===== src/hw/rtl/cmfs_pkg.sv =====
// ----------------------------------------------------------------------------
// cmfs_pkg: shared types for the cube map face select pipeline
// Face codes and the per-transaction control word that rides down the pipe.
// ----------------------------------------------------------------------------
package cmfs_pkg;

    localparam int FACE_BITS = 3;

    typedef enum logic [FACE_BITS-1:0] {
        FACE_POS_X = 3'd0,
        FACE_NEG_X = 3'd1,
        FACE_POS_Y = 3'd2,
        FACE_NEG_Y = 3'd3,
        FACE_POS_Z = 3'd4,
        FACE_NEG_Z = 3'd5
    } t_face;

    typedef struct packed {
        t_face face;
        logic  zero;
    } t_ctl;

endpackage


===== src/hw/rtl/cmfs_mag.sv =====
// ----------------------------------------------------------------------------
// cmfs_mag: component magnitude stage
// Registers the three signed components and their magnitudes.
// ----------------------------------------------------------------------------
module cmfs_mag #(
    parameter int COMP_BITS = 16
) (
    input  logic                        i_clk,
    input  logic                        i_rst_n,
    input  logic                        i_valid,
    output logic                        o_ready,
    input  logic signed [COMP_BITS-1:0] i_x,
    input  logic signed [COMP_BITS-1:0] i_y,
    input  logic signed [COMP_BITS-1:0] i_z,
    output logic                        o_valid,
    input  logic                        i_ready,
    output logic signed [COMP_BITS-1:0] o_x,
    output logic signed [COMP_BITS-1:0] o_y,
    output logic signed [COMP_BITS-1:0] o_z,
    output logic        [COMP_BITS-1:0] o_ax,
    output logic        [COMP_BITS-1:0] o_ay,
    output logic        [COMP_BITS-1:0] o_az
);

    logic                        r_valid;
    logic signed [COMP_BITS-1:0] r_x, r_y, r_z;
    logic        [COMP_BITS-1:0] r_ax, r_ay, r_az;
    logic        [COMP_BITS-1:0] n_ax, n_ay, n_az;
    logic                        w_load;

    // the most negative code negates to 2^(COMP_BITS-1), still exact unsigned
    always_comb begin
        n_ax = i_x[COMP_BITS-1] ? (~i_x + 1'b1) : i_x;
        n_ay = i_y[COMP_BITS-1] ? (~i_y + 1'b1) : i_y;
        n_az = i_z[COMP_BITS-1] ? (~i_z + 1'b1) : i_z;
    end

    assign o_ready = !r_valid || i_ready;
    assign w_load  = i_valid && o_ready;

    always_ff @(posedge i_clk) begin
        if (!i_rst_n) begin
            r_valid <= 1'b0;
        end else if (o_ready) begin
            r_valid <= i_valid;
        end
    end

    always_ff @(posedge i_clk) begin
        if (w_load) begin
            r_x  <= i_x;
            r_y  <= i_y;
            r_z  <= i_z;
            r_ax <= n_ax;
            r_ay <= n_ay;
            r_az <= n_az;
        end
    end

    assign o_valid = r_valid;
    assign o_x     = r_x;
    assign o_y     = r_y;
    assign o_z     = r_z;
    assign o_ax    = r_ax;
    assign o_ay    = r_ay;
    assign o_az    = r_az;

endmodule


===== src/hw/rtl/cmfs_select.sv =====
// ----------------------------------------------------------------------------
// cmfs_select: major axis and face selection stage
// Picks the face, the largest magnitude and the two components feeding u, v.
// ----------------------------------------------------------------------------
module cmfs_select #(
    parameter int COMP_BITS = 16
) (
    input  logic                        i_clk,
    input  logic                        i_rst_n,
    input  logic                        i_valid,
    output logic                        o_ready,
    input  logic signed [COMP_BITS-1:0] i_x,
    input  logic signed [COMP_BITS-1:0] i_y,
    input  logic signed [COMP_BITS-1:0] i_z,
    input  logic        [COMP_BITS-1:0] i_ax,
    input  logic        [COMP_BITS-1:0] i_ay,
    input  logic        [COMP_BITS-1:0] i_az,
    output logic                        o_valid,
    input  logic                        i_ready,
    output logic        [COMP_BITS-1:0] o_m,
    output logic signed [COMP_BITS-1:0] o_cu,
    output logic signed [COMP_BITS-1:0] o_cv,
    output logic                        o_sub_u,
    output logic                        o_sub_v,
    output cmfs_pkg::t_ctl              o_ctl
);

    logic                        r_valid;
    logic        [COMP_BITS-1:0] r_m, n_m;
    logic signed [COMP_BITS-1:0] r_cu, r_cv, n_cu, n_cv;
    logic                        r_sub_u, r_sub_v, n_sub_u, n_sub_v;
    cmfs_pkg::t_ctl              r_ctl, n_ctl;
    logic                        w_x_major, w_y_major, w_load;

    always_comb begin
        n_m = i_ax;
        if (i_ay > n_m) begin
            n_m = i_ay;
        end
        if (i_az > n_m) begin
            n_m = i_az;
        end
    end

    // strict wins only; ties fall through to the z faces
    assign w_x_major = (i_ax > i_ay) && (i_ax > i_az);
    assign w_y_major = (i_ay > i_ax) && (i_ay > i_az);

    always_comb begin
        n_ctl.zero = (n_m == '0);
        n_cu    = i_x;
        n_cv    = i_y;
        n_sub_u = 1'b0;
        n_sub_v = 1'b0;
        if (w_x_major) begin
            n_cu = i_z;
            if (!i_x[COMP_BITS-1]) begin
                n_ctl.face = cmfs_pkg::FACE_POS_X;
                n_sub_u    = 1'b1;
            end else begin
                n_ctl.face = cmfs_pkg::FACE_NEG_X;
            end
        end else if (w_y_major) begin
            n_cv = i_z;
            if (!i_y[COMP_BITS-1]) begin
                n_ctl.face = cmfs_pkg::FACE_POS_Y;
                n_sub_v    = 1'b1;
            end else begin
                n_ctl.face = cmfs_pkg::FACE_NEG_Y;
            end
        end else begin
            if (!i_z[COMP_BITS-1]) begin
                n_ctl.face = cmfs_pkg::FACE_POS_Z;
            end else begin
                n_ctl.face = cmfs_pkg::FACE_NEG_Z;
                n_sub_u    = 1'b1;
            end
        end
    end

    assign o_ready = !r_valid || i_ready;
    assign w_load  = i_valid && o_ready;

    always_ff @(posedge i_clk) begin
        if (!i_rst_n) begin
            r_valid <= 1'b0;
        end else if (o_ready) begin
            r_valid <= i_valid;
        end
    end

    always_ff @(posedge i_clk) begin
        if (w_load) begin
            r_m     <= n_m;
            r_cu    <= n_cu;
            r_cv    <= n_cv;
            r_sub_u <= n_sub_u;
            r_sub_v <= n_sub_v;
            r_ctl   <= n_ctl;
        end
    end

    assign o_valid = r_valid;
    assign o_m     = r_m;
    assign o_cu    = r_cu;
    assign o_cv    = r_cv;
    assign o_sub_u = r_sub_u;
    assign o_sub_v = r_sub_v;
    assign o_ctl   = r_ctl;

endmodule


===== src/hw/rtl/cmfs_numer.sv =====
// ----------------------------------------------------------------------------
// cmfs_numer: numerator and divisor stage
// Forms m +/- c for both coordinates, the divisor 2m and the saturation flags.
// ----------------------------------------------------------------------------
module cmfs_numer #(
    parameter int COMP_BITS = 16
) (
    input  logic                        i_clk,
    input  logic                        i_rst_n,
    input  logic                        i_valid,
    output logic                        o_ready,
    input  logic        [COMP_BITS-1:0] i_m,
    input  logic signed [COMP_BITS-1:0] i_cu,
    input  logic signed [COMP_BITS-1:0] i_cv,
    input  logic                        i_sub_u,
    input  logic                        i_sub_v,
    input  cmfs_pkg::t_ctl              i_ctl,
    output logic                        o_valid,
    input  logic                        i_ready,
    output logic        [COMP_BITS:0]   o_nu,
    output logic        [COMP_BITS:0]   o_nv,
    output logic        [COMP_BITS:0]   o_d,
    output logic                        o_sat_u,
    output logic                        o_sat_v,
    output cmfs_pkg::t_ctl              o_ctl
);

    localparam int NUM_W = COMP_BITS + 1;

    logic                      r_valid;
    logic        [NUM_W-1:0]   r_nu, r_nv, r_d, n_nu, n_nv, n_d;
    logic                      r_sat_u, r_sat_v;
    cmfs_pkg::t_ctl            r_ctl;
    logic signed [COMP_BITS+1:0] w_m_s, w_cu_s, w_cv_s, w_su, w_sv;
    logic                      w_load;

    always_comb begin
        w_m_s  = signed'({2'b00, i_m});
        w_cu_s = signed'({{2{i_cu[COMP_BITS-1]}}, i_cu});
        w_cv_s = signed'({{2{i_cv[COMP_BITS-1]}}, i_cv});
        w_su   = i_sub_u ? (w_m_s - w_cu_s) : (w_m_s + w_cu_s);
        w_sv   = i_sub_v ? (w_m_s - w_cv_s) : (w_m_s + w_cv_s);
        // both sums lie in 0..2m
        n_nu   = w_su[NUM_W-1:0];
        n_nv   = w_sv[NUM_W-1:0];
        // a zero vector divides by one so the quotient comes out zero
        n_d    = i_ctl.zero ? NUM_W'(1) : {i_m, 1'b0};
    end

    assign o_ready = !r_valid || i_ready;
    assign w_load  = i_valid && o_ready;

    always_ff @(posedge i_clk) begin
        if (!i_rst_n) begin
            r_valid <= 1'b0;
        end else if (o_ready) begin
            r_valid <= i_valid;
        end
    end

    always_ff @(posedge i_clk) begin
        if (w_load) begin
            r_nu    <= n_nu;
            r_nv    <= n_nv;
            r_d     <= n_d;
            r_sat_u <= (n_nu == n_d);
            r_sat_v <= (n_nv == n_d);
            r_ctl   <= i_ctl;
        end
    end

    assign o_valid = r_valid;
    assign o_nu    = r_nu;
    assign o_nv    = r_nv;
    assign o_d     = r_d;
    assign o_sat_u = r_sat_u;
    assign o_sat_v = r_sat_v;
    assign o_ctl   = r_ctl;

endmodule


===== src/hw/rtl/cmfs_div_step.sv =====
// ----------------------------------------------------------------------------
// cmfs_div_step: one restoring division step for the u and v lanes
// Shift the partial remainder, compare against 2m, subtract, shift in a bit.
// ----------------------------------------------------------------------------
module cmfs_div_step #(
    parameter int COMP_BITS = 16,
    parameter int UV_BITS   = 16
) (
    input  logic                   i_clk,
    input  logic                   i_rst_n,
    input  logic                   i_valid,
    output logic                   o_ready,
    input  logic [COMP_BITS+1:0]   i_ru,
    input  logic [COMP_BITS+1:0]   i_rv,
    input  logic [UV_BITS-1:0]     i_qu,
    input  logic [UV_BITS-1:0]     i_qv,
    input  logic                   i_sat_u,
    input  logic                   i_sat_v,
    input  logic [COMP_BITS:0]     i_d,
    input  cmfs_pkg::t_ctl         i_ctl,
    output logic                   o_valid,
    input  logic                   i_ready,
    output logic [COMP_BITS+1:0]   o_ru,
    output logic [COMP_BITS+1:0]   o_rv,
    output logic [UV_BITS-1:0]     o_qu,
    output logic [UV_BITS-1:0]     o_qv,
    output logic                   o_sat_u,
    output logic                   o_sat_v,
    output logic [COMP_BITS:0]     o_d,
    output cmfs_pkg::t_ctl         o_ctl
);

    localparam int REM_W = COMP_BITS + 2;

    logic                 r_valid;
    logic [REM_W-1:0]     r_ru, r_rv, n_ru, n_rv;
    logic [UV_BITS-1:0]   r_qu, r_qv, n_qu, n_qv;
    logic                 r_sat_u, r_sat_v;
    logic [COMP_BITS:0]   r_d;
    cmfs_pkg::t_ctl       r_ctl;
    logic [REM_W-1:0]     w_su, w_sv, w_dx;
    logic                 w_ge_u, w_ge_v, w_load;

    always_comb begin
        w_dx   = {1'b0, i_d};
        w_su   = {i_ru[REM_W-2:0], 1'b0};
        w_sv   = {i_rv[REM_W-2:0], 1'b0};
        w_ge_u = (w_su >= w_dx);
        w_ge_v = (w_sv >= w_dx);
        n_ru   = w_ge_u ? (w_su - w_dx) : w_su;
        n_rv   = w_ge_v ? (w_sv - w_dx) : w_sv;
        // a saturated lane forces ones into every quotient bit
        n_qu   = {i_qu[UV_BITS-2:0], w_ge_u | i_sat_u};
        n_qv   = {i_qv[UV_BITS-2:0], w_ge_v | i_sat_v};
    end

    assign o_ready = !r_valid || i_ready;
    assign w_load  = i_valid && o_ready;

    always_ff @(posedge i_clk) begin
        if (!i_rst_n) begin
            r_valid <= 1'b0;
        end else if (o_ready) begin
            r_valid <= i_valid;
        end
    end

    always_ff @(posedge i_clk) begin
        if (w_load) begin
            r_ru    <= n_ru;
            r_rv    <= n_rv;
            r_qu    <= n_qu;
            r_qv    <= n_qv;
            r_sat_u <= i_sat_u;
            r_sat_v <= i_sat_v;
            r_d     <= i_d;
            r_ctl   <= i_ctl;
        end
    end

    assign o_valid = r_valid;
    assign o_ru    = r_ru;
    assign o_rv    = r_rv;
    assign o_qu    = r_qu;
    assign o_qv    = r_qv;
    assign o_sat_u = r_sat_u;
    assign o_sat_v = r_sat_v;
    assign o_d     = r_d;
    assign o_ctl   = r_ctl;

endmodule


===== src/hw/rtl/cube_map_face_select.sv =====
// Depth: magnitude, select and numerator stages, then the UV_BITS-stage
//   restoring divider (one quotient bit per stage, u and v in parallel lanes).
// Throughput: one transaction per cycle while the output is not stalled.
// Stalls hold each stage in place; empty stages still accept, so bubbles close.
// Reset: synchronous, active low; clears every stage's valid bit, drops any
//   transaction in flight. Data registers are not reset.
// ----------------------------------------------------------------------------
// cube_map_face_select: cube map face selection with face coordinates
// Picks the major-axis face of a signed direction and computes u, v as
// (m +/- c) / (2m) in unsigned fixed point, saturating 1.0 to all ones.
// ----------------------------------------------------------------------------
module cube_map_face_select #(
    parameter int COMP_BITS = 16,
    parameter int UV_BITS   = 16
) (
    input  logic                        i_clk,
    input  logic                        i_rst_n,
    // input channel
    input  logic                        i_valid,
    output logic                        o_ready,
    input  logic signed [COMP_BITS-1:0] i_dir_x,
    input  logic signed [COMP_BITS-1:0] i_dir_y,
    input  logic signed [COMP_BITS-1:0] i_dir_z,
    // result channel
    output logic                        o_valid,
    input  logic                        i_ready,
    output logic [cmfs_pkg::FACE_BITS-1:0] o_face,
    output logic [UV_BITS-1:0]          o_tex_u,
    output logic [UV_BITS-1:0]          o_tex_v,
    output logic                        o_zero_dir
);

    localparam int REM_W = COMP_BITS + 2;
    localparam int NUM_W = COMP_BITS + 1;

    // stage 1 -> stage 2
    logic                        w_mag_valid, w_mag_ready;
    logic signed [COMP_BITS-1:0] w_x, w_y, w_z;
    logic        [COMP_BITS-1:0] w_ax, w_ay, w_az;

    // stage 2 -> stage 3
    logic                        w_sel_valid, w_sel_ready;
    logic        [COMP_BITS-1:0] w_m;
    logic signed [COMP_BITS-1:0] w_cu, w_cv;
    logic                        w_sub_u, w_sub_v;
    cmfs_pkg::t_ctl              w_sel_ctl;

    // stage 3 -> divider
    logic [NUM_W-1:0]            w_nu, w_nv;

    // divider pipe: index k feeds step k, index k+1 is its output
    logic                        s_valid [0:UV_BITS];
    logic                        s_ready [0:UV_BITS];
    logic [REM_W-1:0]            s_ru    [0:UV_BITS];
    logic [REM_W-1:0]            s_rv    [0:UV_BITS];
    logic [UV_BITS-1:0]          s_qu    [0:UV_BITS];
    logic [UV_BITS-1:0]          s_qv    [0:UV_BITS];
    logic                        s_sat_u [0:UV_BITS];
    logic                        s_sat_v [0:UV_BITS];
    logic [NUM_W-1:0]            s_d     [0:UV_BITS];
    cmfs_pkg::t_ctl              s_ctl   [0:UV_BITS];

    // stage 1: magnitudes
    cmfs_mag #(
        .COMP_BITS (COMP_BITS)
    ) u_mag (
        .i_clk   (i_clk),
        .i_rst_n (i_rst_n),
        .i_valid (i_valid),
        .o_ready (o_ready),
        .i_x     (i_dir_x),
        .i_y     (i_dir_y),
        .i_z     (i_dir_z),
        .o_valid (w_mag_valid),
        .i_ready (w_mag_ready),
        .o_x     (w_x),
        .o_y     (w_y),
        .o_z     (w_z),
        .o_ax    (w_ax),
        .o_ay    (w_ay),
        .o_az    (w_az)
    );

    // stage 2: major axis, face, coordinate sources
    cmfs_select #(
        .COMP_BITS (COMP_BITS)
    ) u_select (
        .i_clk   (i_clk),
        .i_rst_n (i_rst_n),
        .i_valid (w_mag_valid),
        .o_ready (w_mag_ready),
        .i_x     (w_x),
        .i_y     (w_y),
        .i_z     (w_z),
        .i_ax    (w_ax),
        .i_ay    (w_ay),
        .i_az    (w_az),
        .o_valid (w_sel_valid),
        .i_ready (w_sel_ready),
        .o_m     (w_m),
        .o_cu    (w_cu),
        .o_cv    (w_cv),
        .o_sub_u (w_sub_u),
        .o_sub_v (w_sub_v),
        .o_ctl   (w_sel_ctl)
    );

    // stage 3: numerators, divisor 2m, saturation when the numerator is 2m
    cmfs_numer #(
        .COMP_BITS (COMP_BITS)
    ) u_numer (
        .i_clk   (i_clk),
        .i_rst_n (i_rst_n),
        .i_valid (w_sel_valid),
        .o_ready (w_sel_ready),
        .i_m     (w_m),
        .i_cu    (w_cu),
        .i_cv    (w_cv),
        .i_sub_u (w_sub_u),
        .i_sub_v (w_sub_v),
        .i_ctl   (w_sel_ctl),
        .o_valid (s_valid[0]),
        .i_ready (s_ready[0]),
        .o_nu    (w_nu),
        .o_nv    (w_nv),
        .o_d     (s_d[0]),
        .o_sat_u (s_sat_u[0]),
        .o_sat_v (s_sat_v[0]),
        .o_ctl   (s_ctl[0])
    );

    // seed the divider: numerator is the starting remainder, quotient empty
    assign s_ru[0] = {1'b0, w_nu};
    assign s_rv[0] = {1'b0, w_nv};
    assign s_qu[0] = '0;
    assign s_qv[0] = '0;

    // one quotient bit per stage, most significant first
    for (genvar k = 0; k < UV_BITS; k++) begin : g_div
        cmfs_div_step #(
            .COMP_BITS (COMP_BITS),
            .UV_BITS   (UV_BITS)
        ) u_step (
            .i_clk   (i_clk),
            .i_rst_n (i_rst_n),
            .i_valid (s_valid[k]),
            .o_ready (s_ready[k]),
            .i_ru    (s_ru[k]),
            .i_rv    (s_rv[k]),
            .i_qu    (s_qu[k]),
            .i_qv    (s_qv[k]),
            .i_sat_u (s_sat_u[k]),
            .i_sat_v (s_sat_v[k]),
            .i_d     (s_d[k]),
            .i_ctl   (s_ctl[k]),
            .o_valid (s_valid[k+1]),
            .i_ready (s_ready[k+1]),
            .o_ru    (s_ru[k+1]),
            .o_rv    (s_rv[k+1]),
            .o_qu    (s_qu[k+1]),
            .o_qv    (s_qv[k+1]),
            .o_sat_u (s_sat_u[k+1]),
            .o_sat_v (s_sat_v[k+1]),
            .o_d     (s_d[k+1]),
            .o_ctl   (s_ctl[k+1])
        );
    end

    // the last divider step is the output register; the final remainders,
    // divisor and saturation flags are spent here
    assign s_ready[UV_BITS] = i_ready;
    assign o_valid    = s_valid[UV_BITS];
    assign o_face     = s_ctl[UV_BITS].face;
    assign o_zero_dir = s_ctl[UV_BITS].zero;
    assign o_tex_u    = s_qu[UV_BITS];
    assign o_tex_v    = s_qv[UV_BITS];

endmodule


===== config.mk =====
export PLATFORM = sky130hd
export DESIGN_NAME = cube_map_face_select
export DESIGN_NICKNAME = d
export VERILOG_FILES = /design/src/hw/rtl/cmfs_pkg.sv /design/src/hw/rtl/cmfs_mag.sv /design/src/hw/rtl/cmfs_select.sv /design/src/hw/rtl/cmfs_numer.sv /design/src/hw/rtl/cmfs_div_step.sv /design/src/hw/rtl/cube_map_face_select.sv
export SDC_FILE = /design/constraint.sdc
export NUM_CORES = 2
export LEC_CHECK = 0
export ABC_AREA = 1
export BUFFER_PORTS_ARGS = -buffer_cell sky130_fd_sc_hd__buf_2
export CAP_MARGIN = 20
export CORE_ASPECT_RATIO = 2
export CORE_UTILIZATION = 55
export DETAILED_ROUTE_END_ITERATION = 12
export GPL_ROUTABILITY_DRIVEN = 0
export GPL_TIMING_DRIVEN = 0
export PLACE_DENSITY = 0.74
export SYNTH_ARGS = -nofsm -noshare
export SYNTH_HDL_FRONTEND = slang
export SYNTH_SLANG_ARGS = --single-unit
export TNS_END_PERCENT = 5

===== constraint.sdc =====
create_clock -name i_clk -period 4.1 [get_ports i_clk]
set_input_delay 0 -clock i_clk [delete_from_list [all_inputs] [get_ports i_clk]]
set_output_delay 0 -clock i_clk [all_outputs]
set_load 0.01 [all_outputs]

After elaboration in Yosys (flattened, before gate mapping):

Cells that the tools add are included.

* bits in registers: 1357
* output and inout bits: 38
* word-level logic and storage cells: 435

* $add $sub $neg: 37
* order comparisons: 37
* equal/unequal tests: 2
* mux-type cells: 51
* bitwise logic cells: 36
* reduce and logical (&&, ||, !) cells: 61

Operator list (number)
* $ge A18 B17 Y1: 32
* $mux W17: 33
* $sub A17 B17 Y17: 30
* $gt A16 B16 Y1: 5
* $mux W16: 5
* $add A16 B1 Y16 const B: 3
* $not A16 Y16: 3
* $mux W15: 3
* $add A17 B16 Y17: 2
* $eq A17 B17 Y1: 2
* $sub A17 B16 Y17: 2
* $or A1 B1 Y1: 32
* $logic_and A1 B1 Y1: 21
* $logic_not A1 Y1: 19
* $logic_or A1 B1 Y1: 19
* $logic_not A16 Y1: 1
* $mux W1: 8
* $mux W3: 2
* $reduce_or A2 Y1: 1
* $not A1 Y1: 1

Logic depth before layout (Yosys ltp):

* depth in word-level cells: 21
* gate-level depth with buffers: 29
* depth with buffers taken out: 27

Hierarchy:

From an unflattened synthesis, not the netlist that was laid out.

* cells, all modules: 12976
* area total of the unflattened synthesis: 105029.5 µm²

Modules (own cells, without submodules)
* cmfs_div_step at g_div[0].u_step ...: times used 10, cells each 706, area an instance 5689.2 µm²
* cmfs_div_step at g_div[5].u_step ...: times used 5, cells each 708, area an instance 5726.7 µm²
* cmfs_div_step at g_div[4].u_step: times used 1, cells each 706, area an instance 5923.2 µm²
* cmfs_numer: times used 1, cells each 802, area an instance 5290.1 µm²
* cmfs_select: times used 1, cells each 522, area an instance 4245.3 µm²
* cmfs_mag: times used 1, cells each 345, area an instance 4041.4 µm²
* cube_map_face_select: times used 1, cells each 1, area an instance 3.8 µm²

Least setup slack after synthesis:

OpenSTA, ideal clock, no wires.

* path kind: flip-flop to flip-flop
* start point: register g_div[15].u_step.r_valid
* end point: register g_div[11].u_step.r_ctl (netlist bit g_div[11].u_step.o_ctl[1]), enable pin
* data arrival time: 4.046 ns
* data required time: 3.581 ns
* setup slack: -0.465 ns
* stages on the path, launching flop included: 8
* clock period less this slack: 4.565 ns
* cells stage by stage: dfxtp_1 > inv_1 > nor2_4 > nand3_4 > nor2_4 > inv_1 > nor2_1 > nor2_1

* longest elaborated chain between the ends: 7

RTL lines
* from (decl): RTL line cmfs_div_step.sv:35 `logic r_valid;`
* from (signal assigned): RTL line cmfs_div_step.sv:64 `r_valid <= i_valid;`
* $logic_not A1 Y1: RTL line cmfs_div_step.sv:57 `assign o_ready = !r_valid || i_ready;`
* $logic_or A1 B1 Y1 (5 in series): RTL line cmfs_div_step.sv:57
* $logic_and A1 B1 Y1: RTL line cmfs_div_step.sv:58 `assign w_load = i_valid && o_ready;`
* net g_div[11].u_step.w_load: RTL line cmfs_div_step.sv:42 `logic w_ge_u, w_ge_v, w_load;`
* to (signal assigned): RTL line cmfs_div_step.sv:77 `r_ctl <= i_ctl;`
* to (decl): RTL line cmfs_div_step.sv:40 `cmfs_pkg::t_ctl r_ctl;`

The timed path passes the listed nets, and every way through them passes these cells.
A chain may end at the register's enable or synchronous reset.

Worst setup path in the final report:

* start point: register g_div[5].u_step.r_d[16]
* end point: register g_div[6].u_step.r_rv[12], data pin

* longest elaborated chain between the ends: 2

RTL lines
* from (decl): RTL line cmfs_div_step.sv:39 `logic [COMP_BITS:0] r_d;`
* from (signal assigned): RTL line cmfs_div_step.sv:76 `r_d <= i_d;`
* $ge A18 B17 Y1: RTL line cmfs_div_step.sv:49 `w_ge_v = (w_sv >= w_dx);`
* $mux W17: RTL line cmfs_div_step.sv:51 `n_rv = w_ge_v ? (w_sv - w_dx) : w_sv;`
* net g_div[6].u_step.n_rv[12]: RTL line cmfs_div_step.sv:36 `logic [REM_W-1:0] r_ru, r_rv, n_ru, n_rv;`
* to (signal assigned): RTL line cmfs_div_step.sv:71 `r_rv <= n_rv;`
* to (decl): RTL line cmfs_div_step.sv:36

The timed path passes the listed nets, and every way through them passes these cells.

==> metrics.csv <==
stage,metric,value,unit
place,hpwl dp,193000,um
critical_path,Worst setup EP type,flip-flop,
sta,Period minus WS final,4.22,ns
critical_path,endpoint arrival time on the critical path,4.74,ns
cts,maximum root-to-sink buffer count,3,
sta,worst-case hold slack,0.0259,ns
synth,Yosys top cell area share,51.6,%
synth,number of warnings issued by yosys,0,
cts,TritonCTS clock tree,done,
min_path,worst min-delay path startpoint,i_dir_z[4],
final_layout,layout cells sized above 1,6.81,%
routing,Routed WL,258000,um
critical_path,flop2flop setup slack,-0.12,ns
cts,CTS Root Buffer Type,sky130_fd_sc_hd__clkbuf_16,
status,run status,"complete, but fails checks",
sta,final hold vios,0,
critical_path,Worst Setup Path Type,reg -> reg,
die,row count,193,
sta,RSZ-0062 raised after global routing,yes,
grt,global-route congestion overflow total,0,
grt,largest net degree at the start of global routing,82,
place,pre-CTS setup slack,-0.434,ns
routing,via density per instance,6.15,
power,leakage power figure,35.2,nW
synth,top flip-flop cell by instance count after synthesis,sky130_fd_sc_hd__edfxtp_1,
routing,routed wire length per instance,26.0,um
final_layout,signed area change from the synthesized netlist to the final layout,11.6,%
die,top-level port count,90,
grt,wire length of the first global-routing pass,377000,um
cts,number of sinks handled by clock tree synthesis,1338,
sta,actual slew at the worst max-slew pin,1.27,ns
synth,mapped cell area,0.0768,sq mm
min_path,Hold EP,u_mag.o_z[4],
critical_path,R2R depth,14,
synth,async set or reset register ratio after synthesis,0,%
synth,Synth Area per Inst,10.0,sq um
synth,cells taking the most area after synthesis,"sky130_fd_sc_hd__edfxtp_1, sky130_fd_sc_hd__ha_1, sky130_fd_sc_hd__nand2_1, sky130_fd_sc_hd__inv_1, sky130_fd_sc_hd__o21ai_0",
synth,number of cells produced by synthesis,7654,
sta,setup slack of the critical path after layout,-0.123,ns
grt,Global Route Usage Sum,37.3,%
final_layout,Final Net Count,8707,
critical_path,worst-path maximum fanout,10,
cts,clock transition time at the flip-flop clock pins of the worst setup and hold paths,0.07,ns
cts,worst skew pair latency,0.81,ns
sta,maximum clock frequency,0.237,GHz
synth,count of state elements after synthesis,1338,
routing,number of optimization iterations in the first detailed-route pass,7,
sta,Max Transition Viols Final,0,
power,P per Cell Area,351,mW/mm^2
routing,post-route DRC violation count,0,
status,violated checks,setup timing,
run,Max Cap Viol,0,
die,die boundary width,266,um
min_path,worst hold path class,in -> reg,
routing,drt first-iter violations,5215,
die,overall die area,0.141,sq mm
final_layout,final design utilization,61.9,%
min_path,instance count along the most critical hold path,2,
critical_path,RR Endpoint,g_div[6].u_step.o_rv[12],
grt,antenna violations before repair,31,
die,height of the chip,530,um
synth,Unique masters post-synth,54,
grt,number of global-route vias before repair,63700,
synth,number of enable flip-flop cells after synthesis,1319,
synth,cell type contributing the most total cell area after synthesis,sky130_fd_sc_hd__edfxtp_1,
sta,slew margin rel.,14.6,%
place,number of buffers added on ports,89,
routing,number of antenna-violating nets in the routed design,0,
sta,Layout Skew,0.0499,ns
sta,final period utilization,103,%
synth,"Net Count, Synth",8381,
cts,H-tree level count,3,
cts,CTS Buf Count,116,
die,starting density of the core,55.5,%
synth,portion of the post-synthesis area used by sequential elements,52.1,%
power,peak ir drop on the vdd network,0.000507,V
die,core area,0.138,sq mm
critical_path,worst reg2reg startpoint,g_div[5].u_step.o_d[16],
critical_path,kind of start point of the critical path,flip-flop,
routing,routed vias,61200,
sta,number of endpoints failing setup at the final stage,24,
critical_path,critical path data required time,4.61,ns
## routing by layer
layer | track usage, % | vias up | wire (um)
met3 | 12.8 | 1974 | 21400
met1 | 27.2 | 28400 | 65500
met4 | 48.8 | 20 | 41600
met5 | 0 | - | 125
li1 | - | 27400 | -
met2 | 65.5 | 3426 | 130000
## flip-flops by register name, summed over array words and instances, names as in the netlist, 16 cells and up
name	cells
u_mag.o_ay	16
u_numer.o_d	17
u_select.o_m	16
g_div.u_step.o_d	255
g_div.u_step.o_ru	255
u_numer.o_nu	17
u_select.o_cu	16
g_div.u_step.o_ctl	49
u_select.o_cv	16
g_div.u_step.o_rv	255
g_div.u_step.o_qu	136
u_mag.o_az	16
u_mag.o_ax	16
g_div.u_step.o_qv	136
g_div.u_step.o_valid	16
u_numer.o_nv	17
## Yosys cell counts, types with 39 or more instances
cell	instances
sky130_fd_sc_hd__clkbuf_1	39
sky130_fd_sc_hd__buf_2	42
sky130_fd_sc_hd__o21ai_0	656
sky130_fd_sc_hd__inv_1	921
sky130_fd_sc_hd__xnor2_1	229
sky130_fd_sc_hd__o31ai_1	50
sky130_fd_sc_hd__a21oi_1	573
sky130_fd_sc_hd__nand2_1	1520
sky130_fd_sc_hd__ha_1	643
sky130_fd_sc_hd__nand4_1	70
sky130_fd_sc_hd__o21a_1	44
sky130_fd_sc_hd__nor3_1	65
sky130_fd_sc_hd__a31oi_1	60
sky130_fd_sc_hd__nor2_1	391
sky130_fd_sc_hd__edfxtp_1	1319
sky130_fd_sc_hd__nand3_1	265
sky130_fd_sc_hd__xor2_1	281
sky130_fd_sc_hd__o211ai_1	46
sky130_fd_sc_hd__o21ai_1	69
## placed cells by master (no fill, tap or decap), types with 46 or more instances in the layout
cell type / netlist / routed
sky130_fd_sc_hd__xnor2_1: 229 / 229
sky130_fd_sc_hd__inv_1: 921 / 907
sky130_fd_sc_hd__o21ai_1: 69 / 75
sky130_fd_sc_hd__nand4_1: 70 / 70
sky130_fd_sc_hd__a31oi_1: 60 / 59
sky130_fd_sc_hd__o21ai_0: 656 / 648
sky130_fd_sc_hd__o31ai_1: 50 / 50
sky130_fd_sc_hd__nand3_1: 265 / 246
sky130_fd_sc_hd__dlygate4sd3_1: 0 / 67
sky130_fd_sc_hd__ha_1: 643 / 640
sky130_fd_sc_hd__o211ai_1: 46 / 46
sky130_fd_sc_hd__edfxtp_1: 1319 / 1319
sky130_fd_sc_hd__nor2_1: 391 / 379
sky130_fd_sc_hd__a21oi_1: 573 / 570
sky130_fd_sc_hd__nor3_1: 65 / 58
sky130_fd_sc_hd__nand2_1: 1520 / 1518
sky130_fd_sc_hd__clkbuf_1: 39 / 54
sky130_fd_sc_hd__xor2_1: 281 / 278
sky130_fd_sc_hd__clkbuf_16: 0 / 117
sky130_fd_sc_hd__buf_2: 42 / 132
## worst max-delay path, cell delays in order, from the launching register on
cell                       delay, ns
sky130_fd_sc_hd__edfxtp_1       0.41
sky130_fd_sc_hd__inv_1          0.43
sky130_fd_sc_hd__ha_1           0.22
sky130_fd_sc_hd__inv_1          0.06
sky130_fd_sc_hd__nor2_1         0.19
sky130_fd_sc_hd__nand2_1        0.10
sky130_fd_sc_hd__nor3_1         0.63
sky130_fd_sc_hd__nand4_1        0.48
sky130_fd_sc_hd__nand3_2        0.42
sky130_fd_sc_hd__buf_16         0.19
sky130_fd_sc_hd__inv_1          0.07
sky130_fd_sc_hd__buf_4          0.21
sky130_fd_sc_hd__buf_4          0.26
sky130_fd_sc_hd__nand2_1        0.10
sky130_fd_sc_hd__o21ai_0        0.09
## layout make-up
class / instances / area, sq um
Timing Repair Buffer: 209 / 1910
Sequential cell: 1338 / 40000
Multi-Input combinational cell: 5282 / 33200
Inverter: 925 / 3500
Clock buffer: 139 / 3060
Fill cell: 10900 / 52700
Antenna cell: 19 / 47.5
Tap cell: 1852 / 2320
Buffer: 108 / 606
Clock inverter: 80 / 1080
## metrics by stage
stage,setup TNS (ns),area [sq um],power [mW],std cells
2_1_floorplan,-71.22,76800,17.2,7654
3_3_place_gp,-676.72,79500,18.0,9595
3_5_place_dp,-3.04,80200,18.1,9622
4_1_cts,0,85000,29.9,9908
5_1_grt,-1.86,85600,30.8,9939
6_report,-1.06,85700,30.1,9952
## worst max-delay path by stage
stage                             startpoint  cells after the start                         to
finish               g_div[5].u_step.o_d[16]                     14   g_div[6].u_step.o_rv[12]
global placement    g_div[15].u_step.o_valid                      5  g_div[12].u_step.o_qu[12]
detailed placement          u_select.o_cv[0]                     19            u_numer.o_sat_v
floorplan           g_div[15].u_step.o_valid                      5  g_div[12].u_step.o_ctl[1]
CTS                   g_div[6].u_step.o_d[9]                      9    g_div[7].u_step.o_rv[6]
global route                u_select.o_cu[0]                     22            u_numer.o_sat_u
## where the power goes
group          internal, mW  switching (mW)  total [mW]
Clock                  6.66            5.36        12.0
Combinational         0.930            1.77        2.70
Sequential             15.2           0.206        15.4
Total                  22.7            7.34        30.1
## logic make-up (layout without fill, tap and decap cells)
logic type / Yosys count / count (layout) / synth area share (%)
AO/OA/AOI/OAI: 1670 / 1670 / 12.1
buffers and inverters: 1034 / 1461 / 5.27
adder cells (fa/ha/maj): 675 / 675 / 11.3
AND/OR/NAND/NOR: 2418 / 2418 / 13.1
XOR/XNOR: 519 / 519 / 6.08
flip-flops: 1338 / 1338 / 52.1
other: 0 / 19 / 0
## timing repair
action | 4_1_cts | 5_1_grt
endpoints found under the setup margin | 34 | 198
hold buffers | 67 | 0
pin swaps | 0 | 9
buffers inserted | 0 | 10
resized for setup | 13 | 73
hold endpoints to repair | 153 | 0
gates cloned | 0 | 0
No activity file was read; power rests on OpenSTA's default activity.
